### src/hw/rtl/sli_pkg.sv
`default_nettype none

package sli_pkg;

  localparam int unsigned ACTION_W = 1;
  localparam int unsigned LIST_SEL_W = 2;
  localparam int unsigned ITEM_ID_W = 8;
  localparam int unsigned STATUS_W = 2;
  localparam int unsigned NEW_COUNT_W = 5;
  localparam int unsigned POSITION_W = 4;

  typedef enum logic [ACTION_W-1:0] {
    ACT_INSERT = 1'b0,
    ACT_REMOVE = 1'b1
  } action_t;

  typedef enum logic [STATUS_W-1:0] {
    ST_DONE      = 2'd0,
    ST_FULL      = 2'd1,
    ST_NOT_FOUND = 2'd2
  } status_t;

  typedef enum logic [1:0] {
    S_IDLE,
    S_SCAN,
    S_UPDATE,
    S_DONE
  } state_t;

endpackage

`default_nettype wire

### src/hw/rtl/sli_in_if.sv
`default_nettype none

interface sli_in_if;
  logic                              valid;
  logic                              ready;
  logic [sli_pkg::ACTION_W-1:0]      action;
  logic [sli_pkg::LIST_SEL_W-1:0]    list_sel;
  logic [sli_pkg::ITEM_ID_W-1:0]     item_id;

  modport source (output valid, action, list_sel, item_id, input ready);
  modport sink (input valid, action, list_sel, item_id, output ready);
endinterface

`default_nettype wire

### src/hw/rtl/sli_out_if.sv
`default_nettype none

interface sli_out_if;
  logic                              valid;
  logic                              ready;
  logic [sli_pkg::STATUS_W-1:0]      status;
  logic [sli_pkg::NEW_COUNT_W-1:0]   new_count;
  logic [sli_pkg::POSITION_W-1:0]    position;

  modport source (output valid, status, new_count, position, input ready);
  modport sink (input valid, status, new_count, position, output ready);
endinterface

`default_nettype wire

### src/hw/rtl/sorted_list_insert_remove.sv
// sequence: a request goes through S_SCAN, S_UPDATE and S_DONE to a registered
//   result; a missed remove skips S_UPDATE, a refused one goes to S_DONE
// throughput: one request at a time; the scan steps one slot per cycle along
//   the chain of cells, and S_DONE holds while the result side stalls
// reset: synchronous active low, clears all list counts and the handshakes;
//   stored entries are left as they are and never read beyond a count
`default_nettype none

module sorted_list_insert_remove #(
  parameter int unsigned LIST_DEPTH = 16,
  parameter int unsigned NUM_LISTS  = 3,
  parameter int unsigned ID_BITS    = 8
) (
  input  wire        clk,
  input  wire        rst_n,
  sli_in_if.sink     in_ch,
  sli_out_if.source  out_ch
);

  localparam int unsigned SLOT_W = $clog2(LIST_DEPTH);
  localparam int unsigned CNT_W  = $clog2(LIST_DEPTH + 1);
  localparam int unsigned SEL_W  = (NUM_LISTS > 1) ? $clog2(NUM_LISTS) : 1;

  sli_pkg::state_t  state_r, state_nxt;
  sli_pkg::action_t act_r, act_nxt;
  logic [SEL_W-1:0]   sel_r, sel_nxt;
  logic [ID_BITS-1:0] id_r, id_nxt;
  logic [CNT_W-1:0]   cnt_cur_r, cnt_cur_nxt;
  logic [CNT_W-1:0]   scan_idx_r, scan_idx_nxt;
  logic [SLOT_W-1:0]  slot_r, slot_nxt;
  logic [sli_pkg::STATUS_W-1:0]    res_status_r, res_status_nxt;
  logic [sli_pkg::NEW_COUNT_W-1:0] res_count_r, res_count_nxt;
  logic [sli_pkg::POSITION_W-1:0]  res_pos_r, res_pos_nxt;
  logic                            out_valid_r, out_valid_nxt;
  logic [sli_pkg::STATUS_W-1:0]    out_status_r, out_status_nxt;
  logic [sli_pkg::NEW_COUNT_W-1:0] out_count_r, out_count_nxt;
  logic [sli_pkg::POSITION_W-1:0]  out_pos_r, out_pos_nxt;
  logic [CNT_W-1:0]   cnt_r [NUM_LISTS];

  logic               in_xfer;
  logic               sel_ok;
  logic [SEL_W-1:0]   in_sel;
  logic [CNT_W-1:0]   in_cnt;
  logic               upd;
  logic               hit_sel;
  logic [CNT_W-1:0]   cnt_new;
  logic [ID_BITS-1:0] ent_sel [LIST_DEPTH];
  logic [LIST_DEPTH-1:0] hit;

  assign in_ch.ready  = (state_r == sli_pkg::S_IDLE);
  assign in_xfer      = in_ch.valid && in_ch.ready;
  assign sel_ok       = (32'(in_ch.list_sel) < NUM_LISTS);
  assign in_sel       = SEL_W'(in_ch.list_sel);
  assign in_cnt       = sel_ok ? cnt_r[in_sel] : '0;
  assign upd          = (state_r == sli_pkg::S_UPDATE);
  assign hit_sel      = hit[scan_idx_r[SLOT_W-1:0]];
  assign cnt_new      = (act_r == sli_pkg::ACT_INSERT) ? cnt_cur_r + CNT_W'(1)
                                                       : cnt_cur_r - CNT_W'(1);

  assign out_ch.valid     = out_valid_r;
  assign out_ch.status    = out_status_r;
  assign out_ch.new_count = out_count_r;
  assign out_ch.position  = out_pos_r;

  // chain of cells, each trading entries with its neighbours on a shift
  for (genvar k = 0; k < LIST_DEPTH; k++) begin : g_cell
    logic [ID_BITS-1:0] left_w;
    logic [ID_BITS-1:0] right_w;
    if (k == 0) begin : g_first
      assign left_w = id_r;
    end else begin : g_left
      assign left_w = ent_sel[k-1];
    end
    if (k == LIST_DEPTH - 1) begin : g_last
      assign right_w = '0;
    end else begin : g_right
      assign right_w = ent_sel[k+1];
    end
    sli_cell #(
      .NUM_LISTS (NUM_LISTS),
      .ID_BITS   (ID_BITS),
      .SEL_W     (SEL_W),
      .SLOT_W    (SLOT_W),
      .IDX       (k)
    ) u_cell (
      .clk      (clk),
      .upd      (upd),
      .act      (act_r),
      .sel      (sel_r),
      .id       (id_r),
      .slot     (slot_r),
      .left_in  (left_w),
      .right_in (right_w),
      .ent_out  (ent_sel[k]),
      .hit      (hit[k])
    );
  end

  always_comb begin
    state_nxt      = state_r;
    act_nxt        = act_r;
    sel_nxt        = sel_r;
    id_nxt         = id_r;
    cnt_cur_nxt    = cnt_cur_r;
    scan_idx_nxt   = scan_idx_r;
    slot_nxt       = slot_r;
    res_status_nxt = res_status_r;
    res_count_nxt  = res_count_r;
    res_pos_nxt    = res_pos_r;
    out_valid_nxt  = out_valid_r;
    out_status_nxt = out_status_r;
    out_count_nxt  = out_count_r;
    out_pos_nxt    = out_pos_r;

    if (out_valid_r && out_ch.ready) begin
      out_valid_nxt = 1'b0;
    end

    unique case (state_r)
      sli_pkg::S_IDLE: begin
        if (in_xfer) begin
          act_nxt      = sli_pkg::action_t'(in_ch.action);
          sel_nxt      = in_sel;
          id_nxt       = ID_BITS'(in_ch.item_id);
          cnt_cur_nxt  = in_cnt;
          scan_idx_nxt = '0;
          res_count_nxt = sli_pkg::NEW_COUNT_W'(in_cnt);
          res_pos_nxt   = '0;
          if (!sel_ok) begin
            res_status_nxt = (in_ch.action == sli_pkg::ACT_REMOVE) ?
                             sli_pkg::ST_NOT_FOUND : sli_pkg::ST_FULL;
            state_nxt = sli_pkg::S_DONE;
          end else if (in_ch.action == sli_pkg::ACT_INSERT &&
                       in_cnt >= CNT_W'(LIST_DEPTH)) begin
            res_status_nxt = sli_pkg::ST_FULL;
            state_nxt      = sli_pkg::S_DONE;
          end else begin
            state_nxt = sli_pkg::S_SCAN;
          end
        end
      end
      sli_pkg::S_SCAN: begin
        if (scan_idx_r == cnt_cur_r) begin
          if (act_r == sli_pkg::ACT_INSERT) begin
            slot_nxt  = scan_idx_r[SLOT_W-1:0];
            state_nxt = sli_pkg::S_UPDATE;
          end else begin
            res_status_nxt = sli_pkg::ST_NOT_FOUND;
            state_nxt      = sli_pkg::S_DONE;
          end
        end else if (hit_sel) begin
          slot_nxt  = scan_idx_r[SLOT_W-1:0];
          state_nxt = sli_pkg::S_UPDATE;
        end else begin
          scan_idx_nxt = scan_idx_r + CNT_W'(1);
        end
      end
      sli_pkg::S_UPDATE: begin
        res_status_nxt = sli_pkg::ST_DONE;
        res_count_nxt  = sli_pkg::NEW_COUNT_W'(cnt_new);
        res_pos_nxt    = sli_pkg::POSITION_W'(slot_r);
        state_nxt      = sli_pkg::S_DONE;
      end
      sli_pkg::S_DONE: begin
        // wait for the output register to free up
        if (!out_valid_r || out_ch.ready) begin
          out_valid_nxt  = 1'b1;
          out_status_nxt = res_status_r;
          out_count_nxt  = res_count_r;
          out_pos_nxt    = res_pos_r;
          state_nxt      = sli_pkg::S_IDLE;
        end
      end
      default: state_nxt = sli_pkg::S_IDLE;
    endcase
  end

  always_ff @(posedge clk) begin
    if (!rst_n) begin
      state_r     <= sli_pkg::S_IDLE;
      out_valid_r <= 1'b0;
    end else begin
      state_r     <= state_nxt;
      out_valid_r <= out_valid_nxt;
    end
  end

  always_ff @(posedge clk) begin
    act_r        <= act_nxt;
    sel_r        <= sel_nxt;
    id_r         <= id_nxt;
    cnt_cur_r    <= cnt_cur_nxt;
    scan_idx_r   <= scan_idx_nxt;
    slot_r       <= slot_nxt;
    res_status_r <= res_status_nxt;
    res_count_r  <= res_count_nxt;
    res_pos_r    <= res_pos_nxt;
    out_status_r <= out_status_nxt;
    out_count_r  <= out_count_nxt;
    out_pos_r    <= out_pos_nxt;
  end

  always_ff @(posedge clk) begin
    if (!rst_n) begin
      for (int i = 0; i < NUM_LISTS; i++) begin
        cnt_r[i] <= '0;
      end
    end else if (upd) begin
      cnt_r[sel_r] <= cnt_new;
    end
  end

`ifndef ASSERT_OFF
  a_scan_in_range: assert property (@(posedge clk) disable iff (!rst_n)
    state_r == sli_pkg::S_SCAN |-> scan_idx_r <= cnt_cur_r)
    else $error("scan index ran past the list count");

  a_count_bound: assert property (@(posedge clk) disable iff (!rst_n)
    state_r != sli_pkg::S_IDLE |-> cnt_cur_r <= CNT_W'(LIST_DEPTH))
    else $error("list count above depth");

  a_busy_after_xfer: assert property (@(posedge clk) disable iff (!rst_n)
    in_xfer |=> state_r != sli_pkg::S_IDLE)
    else $error("block idle right after an input transfer");

  a_insert_grows: assert property (@(posedge clk) disable iff (!rst_n)
    (upd && act_r == sli_pkg::ACT_INSERT) |=>
      cnt_r[sel_r] == $past(cnt_cur_r) + CNT_W'(1))
    else $error("insert did not grow the list by one");
`endif

endmodule

`default_nettype wire

### src/hw/rtl/sli_cell.sv
`default_nettype none

// one slot of every list: holds the entry at slot IDX of each list
module sli_cell #(
  parameter int unsigned NUM_LISTS = 3,
  parameter int unsigned ID_BITS   = 8,
  parameter int unsigned SEL_W     = 2,
  parameter int unsigned SLOT_W    = 4,
  parameter int unsigned IDX       = 0
) (
  input  wire                     clk,
  input  wire                     upd,
  input  sli_pkg::action_t        act,
  input  wire [SEL_W-1:0]         sel,
  input  wire [ID_BITS-1:0]       id,
  input  wire [SLOT_W-1:0]        slot,
  input  wire [ID_BITS-1:0]       left_in,
  input  wire [ID_BITS-1:0]       right_in,
  output logic [ID_BITS-1:0]      ent_out,
  output logic                    hit
);

  logic [ID_BITS-1:0] ent_r [NUM_LISTS];
  logic [ID_BITS-1:0] ent_nxt;
  logic [SLOT_W-1:0]  my_slot;

  assign my_slot = SLOT_W'(IDX);
  assign ent_out = ent_r[sel];

  // insert stops at the first entry above id, remove at the first equal one
  always_comb begin
    if (act == sli_pkg::ACT_INSERT) begin
      hit = (ent_out > id);
    end else begin
      hit = (ent_out == id);
    end
  end

  always_comb begin
    ent_nxt = ent_out;
    if (act == sli_pkg::ACT_INSERT) begin
      if (my_slot == slot) begin
        ent_nxt = id;
      end else if (my_slot > slot) begin
        ent_nxt = left_in;
      end
    end else if (my_slot >= slot) begin
      ent_nxt = right_in;
    end
  end

  always_ff @(posedge clk) begin
    if (upd) begin
      ent_r[sel] <= ent_nxt;
    end
  end

endmodule

`default_nettype wire
### src/flat_wrapper.sv
// flat-port wrapper written by rule: the top's interface ports become plain ports
module sorted_list_insert_remove_flat 
#(
  parameter int unsigned LIST_DEPTH = 16,
  parameter int unsigned NUM_LISTS  = 3,
  parameter int unsigned ID_BITS    = 8
)
  (clk, rst_n, in_ch_valid, in_ch_action, in_ch_list_sel, in_ch_item_id, in_ch_ready, out_ch_valid, out_ch_status, out_ch_new_count, out_ch_position, out_ch_ready);
  sli_in_if in_ch_i ();
  sli_out_if out_ch_i ();
  input  wire clk;
  input  wire rst_n;
  input wire logic [$bits(in_ch_i.valid)-1:0] in_ch_valid;
  input wire logic [$bits(in_ch_i.action)-1:0] in_ch_action;
  input wire logic [$bits(in_ch_i.list_sel)-1:0] in_ch_list_sel;
  input wire logic [$bits(in_ch_i.item_id)-1:0] in_ch_item_id;
  output wire logic [$bits(in_ch_i.ready)-1:0] in_ch_ready;
  output wire logic [$bits(out_ch_i.valid)-1:0] out_ch_valid;
  output wire logic [$bits(out_ch_i.status)-1:0] out_ch_status;
  output wire logic [$bits(out_ch_i.new_count)-1:0] out_ch_new_count;
  output wire logic [$bits(out_ch_i.position)-1:0] out_ch_position;
  input wire logic [$bits(out_ch_i.ready)-1:0] out_ch_ready;
  assign in_ch_i.valid = in_ch_valid;
  assign in_ch_i.action = in_ch_action;
  assign in_ch_i.list_sel = in_ch_list_sel;
  assign in_ch_i.item_id = in_ch_item_id;
  assign in_ch_ready = in_ch_i.ready;
  assign out_ch_valid = out_ch_i.valid;
  assign out_ch_status = out_ch_i.status;
  assign out_ch_new_count = out_ch_i.new_count;
  assign out_ch_position = out_ch_i.position;
  assign out_ch_i.ready = out_ch_ready;
  sorted_list_insert_remove #(.LIST_DEPTH(LIST_DEPTH), .NUM_LISTS(NUM_LISTS), .ID_BITS(ID_BITS)) u_core (.clk(clk), .rst_n(rst_n), .in_ch(in_ch_i), .out_ch(out_ch_i));
endmodule
### config.mk
export PLATFORM = sky130hd
export DESIGN_NAME = sorted_list_insert_remove_flat
export DESIGN_NICKNAME = d
export VERILOG_FILES = /design/src/hw/rtl/sli_pkg.sv /design/src/hw/rtl/sli_in_if.sv /design/src/hw/rtl/sli_out_if.sv /design/src/hw/rtl/sorted_list_insert_remove.sv /design/src/hw/rtl/sli_cell.sv /design/src/flat_wrapper.sv
export SDC_FILE = /design/constraint.sdc
export NUM_CORES = 1
export LEC_CHECK = 0
export ABC_CLOCK_PERIOD_IN_PS = 6030
export BUFFER_PORTS_ARGS = -buffer_cell sky130_fd_sc_hd__buf_2
export CAP_MARGIN = 20
export CORE_MARGIN = 10
export CORE_UTILIZATION = 56
export CTS_BUF_LIST = sky130_fd_sc_hd__clkbuf_4 sky130_fd_sc_hd__clkbuf_8 sky130_fd_sc_hd__clkbuf_16
export DETAILED_ROUTE_END_ITERATION = 7
export HOLD_SLACK_MARGIN = 0.1
export PLACE_DENSITY_LB_ADDON = 0.25
export REMOVE_ABC_BUFFERS = 1
export SLEW_MARGIN = 40
export SYNTH_ARGS = -nofsm -noshare
export SYNTH_HDL_FRONTEND = slang
export SYNTH_SLANG_ARGS = --single-unit
### constraint.sdc
create_clock -name clk -period 6.03 [get_ports clk]
set_input_delay 0.9045 -clock clk [delete_from_list [all_inputs] [get_ports clk]]
set_output_delay 0.9045 -clock clk [all_outputs]
set_load 0.1 [all_outputs]
Yosys cells after proc, flatten, opt, wreduce, memory -nomap -nowiden
Memory sizes are Yosys's and may differ from the RTL's. A register that Yosys moved wholly into a read port is not among the register bits.
Index checks and enable logic that the tools add are counted.
{"block": "word_totals", "elab_cells": 286, "out_inout_bits": 13, "ram_bits": 399, "mem_count": 17, "register_bits": 50, "inputBits": 15}
{"block": "classes", "addsub": 3, "muxes": 137, "eq_ne": 44, "n_bitwise": 1, "order_cmp": 51, "n_reduce_logical": 19}
{"name": "u_core.g_cell[0].u_cell.ent_r", "words": 3, "word_bits": 8, "read_ports": 1, "rd_ports_with_merged_regs": 1, "wr": 1, "line": "sli_cell.sv:23", "text": "logic [ID_BITS-1:0] ent_r [NUM_LISTS];"}
{"name": "u_core.g_cell[10].u_cell.ent_r", "words": 3, "word_bits": 8, "read_ports": 1, "rd_ports_with_merged_regs": 1, "wr": 1, "line": "sli_cell.sv:23"}
{"name": "u_core.g_cell[11].u_cell.ent_r", "words": 3, "word_bits": 8, "read_ports": 1, "rd_ports_with_merged_regs": 1, "wr": 1, "line": "sli_cell.sv:23"}
{"name": "u_core.g_cell[12].u_cell.ent_r", "words": 3, "word_bits": 8, "read_ports": 1, "rd_ports_with_merged_regs": 1, "wr": 1, "line": "sli_cell.sv:23"}
{"name": "u_core.g_cell[13].u_cell.ent_r", "words": 3, "word_bits": 8, "read_ports": 1, "rd_ports_with_merged_regs": 1, "wr": 1, "line": "sli_cell.sv:23"}
{"name": "u_core.g_cell[14].u_cell.ent_r", "words": 3, "word_bits": 8, "read_ports": 1, "rd_ports_with_merged_regs": 1, "wr": 1, "line": "sli_cell.sv:23"}
{"name": "11 more memories"}
{"operator": "2-to-1 mux 8 bit", "n": 64}
{"operator": "equality test 8 bit", "n": 16}
{"operator": "> comparator 8 bit", "n": 16}
{"operator": "2-to-1 mux 2 bit", "n": 29}
{"operator": "2-to-1 mux 5 bit", "n": 7}
{"operator": "equality test 4 bit (first input constant)", "n": 8}
{"operator": "greater-or-equal comparator 4 bit (first input constant)", "n": 8}
{"operator": "> comparator 4 bit (first input constant)", "n": 8}
{"operator": "2-to-1 mux 1 bit", "n": 27}
{"operator": "one-hot mux 5 bit (2 select lines)", "n": 2}
{"operator": "equality test 3 x 4 -> 1 bit (first input constant)", "n": 4}
{"operator": "greater-or-equal comparator 3 x 4 -> 1 bit (first input constant)", "n": 4}
{"operator": "> comparator 3 x 4 -> 1 bit (first input constant)", "n": 4}
{"operator": "2-to-1 mux 4 bit", "n": 4}
{"operator": "adder 5 x 1 -> 5 bit (second input constant)", "n": 2}
{"operator": "equality test 2 x 4 -> 1 bit (first input constant)", "n": 2}
{"operator": "greater-or-equal comparator 1 x 4 -> 1 bit (first input constant)", "n": 2}
{"operator": "greater-or-equal comparator 2 x 4 -> 1 bit (first input constant)", "n": 2}
{"operator": "> comparator 1 x 4 -> 1 bit (first input constant)", "n": 2}
{"operator": "> comparator 2 x 4 -> 1 bit (first input constant)", "n": 2}
{"operator": "inequality test 2 bit (second input constant)", "n": 4}
{"operator": "one-hot mux 2 bit (4 select lines)", "n": 1}
{"operator": "one-hot mux 4 bit (2 select lines)", "n": 1}
{"operator": "inequality test 2 x 1 -> 1 bit (second input constant)", "n": 3}
{"operator": "25 further kinds", "n": 33}

Logic depth before layout (Yosys ltp)
Gate-level depths: netlist (run 1).
{"block": "depth", "depth_word": 8, "depth_mapped": 16, "ltp_nobuf": 13}

Hierarchy
From an unflattened synthesis (run 1), not the netlist that was laid out.
{"block": "hier_totals", "cells_unflattened": 2204, "hier_area_um2": 25592.0}
{"module": "sorted_list_insert_remove", "seq_area_each_um2": 1921.8, "area_per_inst_um2": 2960.3, "cells_per_inst": 225, "instances": 1}
{"module": "sli_cell (u_core.g_cell[2].u_cell)", "seq_area_each_um2": 720.7, "area_per_inst_um2": 1522.7, "cells_per_inst": 138, "instances": 1}
{"module": "sli_cell (u_core.g_cell[13].u_cell)", "seq_area_each_um2": 720.7, "area_per_inst_um2": 1495.2, "cells_per_inst": 143, "instances": 1}
{"module": "sli_cell (u_core.g_cell[8].u_cell)", "seq_area_each_um2": 720.7, "area_per_inst_um2": 1475.2, "cells_per_inst": 135, "instances": 1}
{"module": "sli_cell (u_core.g_cell[12].u_cell)", "seq_area_each_um2": 720.7, "area_per_inst_um2": 1455.1, "cells_per_inst": 120, "instances": 1}
{"module": "sli_cell (u_core.g_cell[14].u_cell)", "seq_area_each_um2": 720.7, "area_per_inst_um2": 1441.4, "cells_per_inst": 124, "instances": 1}
{"module": "sli_cell (u_core.g_cell[7].u_cell)", "seq_area_each_um2": 720.7, "area_per_inst_um2": 1438.9, "cells_per_inst": 114, "instances": 1}
{"module": "sli_cell (u_core.g_cell[3].u_cell)", "seq_area_each_um2": 720.7, "area_per_inst_um2": 1433.9, "cells_per_inst": 119, "instances": 1}
{"module": "sli_cell (u_core.g_cell[6].u_cell)", "seq_area_each_um2": 720.7, "area_per_inst_um2": 1417.6, "cells_per_inst": 137, "instances": 1}
{"module": "sli_cell (u_core.g_cell[1].u_cell)", "seq_area_each_um2": 720.7, "area_per_inst_um2": 1406.3, "cells_per_inst": 120, "instances": 1}
{"module": "sli_cell (u_core.g_cell[4].u_cell)", "seq_area_each_um2": 720.7, "area_per_inst_um2": 1382.6, "cells_per_inst": 122, "instances": 1}
{"module": "sli_cell (u_core.g_cell[11].u_cell)", "seq_area_each_um2": 720.7, "area_per_inst_um2": 1380.1, "cells_per_inst": 122, "instances": 1}
{"module": "sli_cell (u_core.g_cell[10].u_cell)", "seq_area_each_um2": 720.7, "area_per_inst_um2": 1370.1, "cells_per_inst": 124, "instances": 1}
{"module": "sli_cell (u_core.g_cell[9].u_cell)", "seq_area_each_um2": 720.7, "area_per_inst_um2": 1368.8, "cells_per_inst": 121, "instances": 1}
{"module": "3 more rows"}

Worst setup path after synthesis (run 1)
OpenSTA, ideal clock, no wires.
{"block": "synth_timing", "kind": "register to register", "start": "reg u_core.state_r[0]", "end": "mem u_core.g_cell[0].u_cell.ent_r[1][0], enable pin", "path_slack_ns": -0.639, "setup_time_ns": 0.616, "stages_incl_launch_ff": 5, "arrival_ns": 6.053, "t_required_ns": 5.414, "period_less_slack_ns": 6.669, "path_buffers": 0, "path_cell_list": "dfxtp_1 -> inv_1 -> ha_1 -> nand2_1 -> nor2_1"}
{"block": "synth_between", "elab_chain_cells": 3}
{"element": "start: declaration", "line": "sorted_list_insert_remove.sv:24", "text": "sli_pkg::state_t state_r, state_nxt;"}
{"element": "start signal: assignment", "line": "sorted_list_insert_remove.sv:180", "text": "state_r <= sli_pkg::S_IDLE;"}
{"element": "start signal: assignment", "line": "sorted_list_insert_remove.sv:183", "text": "state_r <= state_nxt;"}
{"element": "equality test 2 bit", "line": "sorted_list_insert_remove.sv:55", "text": "assign upd = (state_r == sli_pkg::S_UPDATE);"}
{"element": "2-to-1 mux 1 bit", "line": "sli_cell.sv:53", "text": "if (upd) begin"}
{"element": "2-to-1 mux 1 bit (implied by the code)", "line": "sli_cell.sv:54", "text": "ent_r[sel] <= ent_nxt;"}
{"element": "end: declaration", "line": "sli_cell.sv:23"}
No other way between the ends.

==> results of run 1 <==
## synth_stat cells, types with 24 or more instances
cell type / instances
a211oi_1: 35
a21oi_1: 187
a22oi_1: 45
clkbuf_1: 86
edfxtp_1: 447
ha_1: 136
inv_1: 56
mux2i_1: 159
nand2_1: 295
nand3_1: 32
nand4_1: 24
nor2_1: 163
o21ai_0: 180
o21ai_1: 24
## sequential cells by signal (all words and copies together), names as in the netlist, named ones only
name,count
u_core.g_cell.u_cell.ent_r,384
u_core.cnt_r,16
u_core.g_cell.left_w,8
u_core.cnt_cur_r,5
u_core.out_ch.new_count,5
u_core.res_count_r,5
u_core.scan_idx_r,5
u_core.out_ch.position,4
u_core.res_pos_r,4
u_core.slot_r,4
u_core.out_ch.status,2
u_core.res_status_r,2
u_core.sel_r,2
u_core.state_r,2
u_core.act_r,1
u_core.out_ch.valid,1
## power breakdown
group / internal [mW] / total (mW) / switching [mW] / leakage [nW]
Sequential: 4.33 / 4.63 / 0.305 / 4.15
Clock: 1.61 / 2.80 / 1.19 / 0.713
Combinational: 1.63 / 5.10 / 3.47 / 4.99
## through the flow
step | area, um2 | instances | setup WS [ns] | setup TNS (ns) | util (%)
detailed placement | 25000 | 2715 | 1.47 | 0 | 58.3
global placement | 25000 | 2715 | 1.59 | 0 | 58.2
finish | 26500 | 2797 | 1.25 | 0 | 61.8
global route | 26500 | 2797 | 1.13 | 0 | 61.8
CTS | 26500 | 2797 | 1.47 | 0 | 61.7
floorplan | 23600 | 2044 | -1.63 | -232.71 | -
## layer usage
metal  vias to the layer above  routed length [um]  part of all wire, %
met4                         0                2890                  4.3
met5                         -                   0                    0
li1                       8171                   -                    -
met3                       183                6190                  9.3
met1                      8599               26700                   40
met2                       927               30900                   46
## final timing paths
kind,to,slack (ns),cells past startpoint
max,u_core.scan_idx_r[1],1.25,10
min,u_core.out_ch.new_count[4],0.43,0
max reg2reg,u_core.scan_idx_r[1],1.25,10
min reg2reg,u_core.out_ch.new_count[4],0.43,0
## logic make-up after synthesis
family	Yosys count	share of synthesized area (%)
simple gates	599	10.6
mux	162	6.78
xor+xnor	23	0.834
fa+ha+maj	137	7.13
buf+inv	190	3.23
flops	452	56.0
compound gates	614	15.4
## worst reg2reg max path: stages, from the launching register on
cell,delay [ns]
dfxtp_4,0.78
mux2i_1,0.21
o21ai_0,0.67
ha_1,0.38
nand4_1,0.11
and2b_1,0.20
a2111oi_0,0.71
o221ai_1,0.43
a31oi_2,0.36
nand2_1,0.13
a211oi_2,0.45
## layout make-up
| class | instances | area (um2) | share of cell area [%] |
|---|---|---|---|
| Tap cell | 585 | 732 | 2.76 |
| Clock buffer | 52 | 1210 | 4.58 |
| Inverter | 57 | 215 | 0.813 |
| Clock inverter | 30 | 250 | 0.945 |
| Timing Repair Buffer | 86 | 644 | 2.43 |
| Sequential cell | 452 | 13500 | 51.1 |
| Multi-Input combinational cell | 1535 | 9900 | 37.4 |
==> results.json, run 1 <==
{
  "ys_seq_elements": 452,
  "slew_headroom_pct": 34.7,
  "die_x_um": 228,
  "post_drt_wl_per_cell_um": 23.8,
  "grt_pass1_wl_um": 102000,
  "wirelength_um": 66700,
  "dr.pass1.iters": 6,
  "async_reset_ff_share_pct": 0,
  "rsz0062_at_grt": "no",
  "yosysWarnings": 0,
  "clk_latency_ns": 0.60,
  "ctsResizeCount": 0,
  "worst-setup-path-type": "reg -> reg",
  "nets": 2330,
  "synth_cells": 2177,
  "grtUsageMet2_pct": 41.0,
  "io_buffer_count": 27,
  "ys_top_cells_by_area": "edfxtp_1 56%, ha_1 7.0%, mux2i_1 6.6%",
  "gp_congestion": 0.970,
  "end_kind": "flop",
  "die_h_um": 228,
  "synth_area_mm2": 0.0241,
  "fmax_ghz": 0.209,
  "slew_viol_final": 0,
  "min-delay-start": "u_core.res_count_r[4]",
  "initial_core_util_pct": 56.3,
  "antenna_found_initial": 0,
  "drc": 0,
  "cp.arrival_ns": 5.01,
  "drv_cap": 0,
  "crit_chain": "mux2i_1 -> o21ai_0 -> ha_1 -> nand4_1 -> and2b_1 -> a2111oi_0 -> o221ai_1 -> a31oi_2 -> nand2_1 -> a211oi_2",
  "grt_max_degree": 129,
  "p_leak_nw": 9.85,
  "clockBufferDepth": 3,
  "hold_viol_final": 0,
  "skew_ns": 0.0298,
  "ant_nets": 0,
  "viasPerCell": 6.39,
  "layout-drive-gt1-share_pct": 8.09,
  "cts_buffers": 46,
  "grt-busiest-layer": "met2",
  "cp.required_ns": 6.26,
  "ctsHoldBuffers": 0,
  "route.vias.total": 17880,
  "final_common_cell": "edfxtp_1",
  "max-vdd-ir-drop_mv": 0.371,
  "critPathBufInv": 0,
  "dp_hpwl_um": 42400,
  "syn_avg_cell_area_um2": 11.1,
  "htree_levels": 2,
  "die_area_mm2": 0.0518,
  "core_area_mm2": 0.0429,
  "worst_pin_slew_ns": 0.980,
  "grt_pass1_vias": 17732,
  "area_delta_synth_final_pct": 9.70,
  "synth_edf_count": 447,
  "cp_slowest_cell": "dfxtp_4",
  "antennaDiodeCount": 0,
  "layout_common_cells": "447 x edfxtp_1, 295 x nand2_1, 185 x a21oi_1",
  "drt_iter0_markers": 2306,
  "synth.top_cell.area_share_pct": 55.6,
  "postCtsSetupBuffers": 0,
  "gr-usage-met1_pct": 33.2,
  "cp_top_family": "compound AO/OA/AOI/OAI gates",
  "ioPinCount": 28,
  "grt.met3_usage_pct": 5.09,
  "grt_overflow": 0,
  "synth_cell_types": 63,
  "finalCriticalPeriod_ns": 4.78,
  "grt_use_total_pct": 25.6,
  "hold_class": "reg -> reg",
  "cts-root-buf": "clkbuf_16",
  "slowest_delay_ns": 0.78,
  "n_fill_cell": 3345,
  "ys.flop_type": "edfxtp_1",
  "worstPathMaxFanout": 34,
  "power_mw": 12.5,
  "setup_violations": 0,
  "synth_top_area_cell": "edfxtp_1",
  "path_clk_slew_ns": 0.06,
  "rows": 76,
  "synth-seq-area-share_pct": 56.0,
  "cts.sinks": 452,
  "p_per_area_mw_per_mm2": 473,
  "cts_tree": "built",
  "worst_setup_path_start_kind": "flop",
  "whs_ns": 0.430,
  "fin_crit_sh_pct": 79.2,
  "status": "finished, final reports clean"
}
No activity file was read; power rests on OpenSTA's default activity.
==> run 2, diff against run 1 <==
--- a/config.mk
+++ b/config.mk
@@ -5,7 +5,8 @@
 export SDC_FILE = /design/constraint.sdc
 export NUM_CORES = 1
 export LEC_CHECK = 0
-export ABC_CLOCK_PERIOD_IN_PS = 6030
+export ABC_AREA = 1
+export ABC_CLOCK_PERIOD_IN_PS = 4000
 export BUFFER_PORTS_ARGS = -buffer_cell sky130_fd_sc_hd__buf_2
 export CAP_MARGIN = 20
 export CORE_MARGIN = 10
==> constraint.sdc (replaced) <==
create_clock -name clk -period 4 [get_ports clk]
set_input_delay 0.6 -clock clk [delete_from_list [all_inputs] [get_ports clk]]
set_output_delay 0.6 -clock clk [all_outputs]
set_load 0.1 [all_outputs]
==> run 2 against run 1 <==
- cell count increased by 14%
- sequential power is 50% higher
- largest cell class unchanged
- highest routed layer unchanged
- clock skew fell by 0.0027 ns
- cell area rose by 2.5%
- flip-flop and latch count rose by 1
- combinational power up 75%
==> results.json, run 2 <==
{
  "status": "finished, final reports clean",
  "whs_path_depth": 1,
  "fmax_ghz": 0.277,
  "hold_viol_final": 0,
  "finalCriticalPeriod_ns": 3.61,
  "synth_edf_count": 448,
  "grt_max_degree": 129,
  "async_reset_ff_share_pct": 0,
  "drc": 0,
  "dr.pass1.iters": 6,
  "synthAdderAreaFrac_pct": 7.09,
  "area_delta_synth_final_pct": 11.7,
  "ioPinCount": 28,
  "grt_pass1_vias": 18435,
  "post_drt_wl_per_cell_um": 22.1,
  "fin_crit_sh_pct": 90.3,
  "hold_class": "in -> reg",
  "power_mw": 20.3,
  "n_fill_cell": 3469,
  "slew_viol_final": 0,
  "route.vias.total": 19484,
  "worstPathMaxFanout": 24,
  "place_area_mm2": 0.0255,
  "ctsHoldBuffers": 0,
  "layout_common_cells": "536 x nand2_1, 448 x edfxtp_1, 229 x inv_1",
  "gp_congestion": 0.971,
  "antenna_found_initial": 0,
  "nets": 2714,
  "whs_ns": 0.162,
  "cp.depth": 18,
  "cts-root-buf": "clkbuf_16",
  "ys_seq_elements": 453,
  "synth_top_family_by_area": "compound AO/OA/AOI/OAI gates",
  "critPathBufInv": 3,
  "drt_iter0_markers": 2400,
  "setup_violations": 0,
  "utilization_pct": 63.1,
  "fin_ws_ns": 0.387,
  "synth_top_area_cell": "edfxtp_1",
  "crit_top_cell": "nand2_1",
  "synth_compound_gate_area_share_pct": 16.2,
  "worst_pin_slew_ns": 0.880,
  "largest_register_ffs": 384,
  "worst-setup-path-type": "reg -> reg",
  "synthTopCellsByCount": "536 x nand2_1, 448 x edfxtp_1, 233 x inv_1, 206 x o21ai_0, 196 x nor2_1",
  "core_area_mm2": 0.0430,
  "place_ws_ns": 0.437,
  "ys.flop_type": "edfxtp_1",
  "cp_slowest_cell": "a21oi_1",
  "synth_area_mm2": 0.0243,
  "wirelength_um": 70200,
  "layout-drive-gt1-share_pct": 10.0,
  "end_kind": "flop",
  "die_x_um": 228,
  "synth.top_cell.area_share_pct": 55.4,
  "die_area_mm2": 0.0521,
  "yosysWarnings": 0,
  "clk_latency_ns": 0.62,
  "grt_overflow": 0,
  "syn_avg_cell_area_um2": 9.74,
  "cp.arrival_ns": 3.86,
  "instances_no_fill": 3185,
  "placed_cells": 3097,
  "cp_top_family": "compound AO/OA/AOI/OAI gates",
  "postCtsSetupBuffers": 0,
  "grt_pass1_wl_um": 108000,
  "max-vdd-ir-drop_mv": 0.466,
  "p_leak_nw": 10.7,
  "final_common_cell": "nand2_1",
  "skew_ns": 0.0271,
  "synth-seq-area-share_pct": 55.8,
  "finalSetupTns_ns": 0,
  "regMostFlops": "u_core.g_cell.u_cell.ent_r",
  "die_h_um": 228,
  "io_buffer_count": 27,
  "worst_setup_path_start_kind": "flop",
  "cts.sinks": 453,
  "cts_tree": "built",
  "final_area_mm2": 0.0271,
  "p_per_area_mw_per_mm2": 749,
  "synth-simple-area-share_pct": 14.7,
  "slowest_delay_ns": 0.44,
  "cts_buffers": 47,
  "htree_levels": 2,
  "initial_core_util_pct": 56.5,
  "synth_cell_types": 44,
  "ys_top_cells_by_area": "edfxtp_1 55%, nand2_1 8.3%, ha_1 7.0%",
  "r2r_cells": 18,
  "clockBufferDepth": 3,
  "viasPerCell": 6.12,
  "slew_headroom_pct": 41.3,
  "crit_chain": "inv_6 -> buf_4 -> buf_4 -> o211ai_1 -> o21ai_1 -> ha_1 -> nand2_1 -> o21bai_1 -> nand2_1 -> nand2_1 -> nand2_1 -> nand2_1 -> nand2_1 -> nand3_1 -> nand3_1 -> nand3_1 -> nand3_1 -> a21oi_1",
  "drv_cap": 0,
  "yosysMostFrequentCell": "nand2_1",
  "synth_cells": 2495,
  "synth_xor_area_share_pct": 0.288,
  "synthMuxAreaShare_pct": 0,
  "dp_hpwl_um": 46500,
  "ant_nets": 0,
  "antennaDiodeCount": 0,
  "ctsResizeCount": 0,
  "rows": 76,
  "path_clk_slew_ns": 0.06,
  "grt_use_total_pct": 26.3,
  "rsz0062_at_grt": "no",
  "cp.required_ns": 4.25
}
[run 2: changes by cell type after synthesis, moves of 26 or more]
cell	before	now
a211oi_1	35	8
a22oi_1	45	5
buf_2	23	61
clkbuf_1	86	34
inv_1	56	233
mux2i_1	159	0
nand2_1	295	536
nand3_1	32	112
nor2_1	163	196
o211ai_1	21	76
o21ai_0	180	206
o221ai_1	16	44
[run 2: area by class of cell]
cell class	count	area [um2]	share of cell area [%]
Clock inverter	26	274	1.01
Multi-Input combinational cell	1688	9320	34.3
Timing Repair Buffer	128	1030	3.78
Clock buffer	61	1310	4.81
Sequential cell	453	13600	50.0
Inverter	244	923	3.40
Tap cell	585	732	2.70
[run 2: kinds of logic (layout without fill, tap and decap cells)]
| family | Yosys count | count (layout) |
|---|---|---|
| adders and majority gates | 137 | 137 |
| DFF | 453 | 453 |
| xor gates and xnor gates | 8 | 8 |
| AOI/OAI and AO/OA | 660 | 660 |
| and+or+nand+nor | 883 | 883 |
| buffers and inverters | 354 | 459 |
[run 2: worst register-to-register path, stage by stage (launching register included)]
cell and delay, ns:
dfxtp_2 0.34, inv_6 0.21, buf_4 0.31, buf_4 0.21, o211ai_1 0.09, o21ai_1 0.29
ha_1 0.33, nand2_1 0.09, o21bai_1 0.13, nand2_1 0.09, nand2_1 0.06, nand2_1 0.04
nand2_1 0.05, nand2_1 0.05, nand3_1 0.13, nand3_1 0.10, nand3_1 0.12, nand3_1 0.18
a21oi_1 0.44
[run 2: path summary, 6_finish.rpt]
| kind | endpoint | slack (ns) | start |
|---|---|---|---|
| max | u_core.scan_idx_r[0] | 0.39 | flop |
| min | u_core.g_cell[0].left_w[1] | 0.16 | in_ch_item_id[1] |
| max reg2reg | u_core.scan_idx_r[0] | 0.39 | flop |
| min reg2reg | u_core.out_ch.position[0] | 0.43 | u_core.res_pos_r[0] |
[run 2: per-layer routing]
metal / share of wire [%] / global-route usage (%) / vias to the layer above / wire length, um
met2: 44 / 40.4 / 1046 / 31000
met4: 5.1 / 12.9 / 0 / 3580
li1: - / - / 9012 / -
met5: 0 / 0 / - / 0
met1: 41 / 35.6 / 9222 / 28600
met3: 10 / 4.83 / 204 / 7070
[run 2: power breakdown]
part,switching (mW),total [mW],internal [mW]
combinational,6.22,8.94,2.72
sequential,0.289,6.94,6.65
clock,1.82,4.46,2.63
total,8.34,20.3,12.0
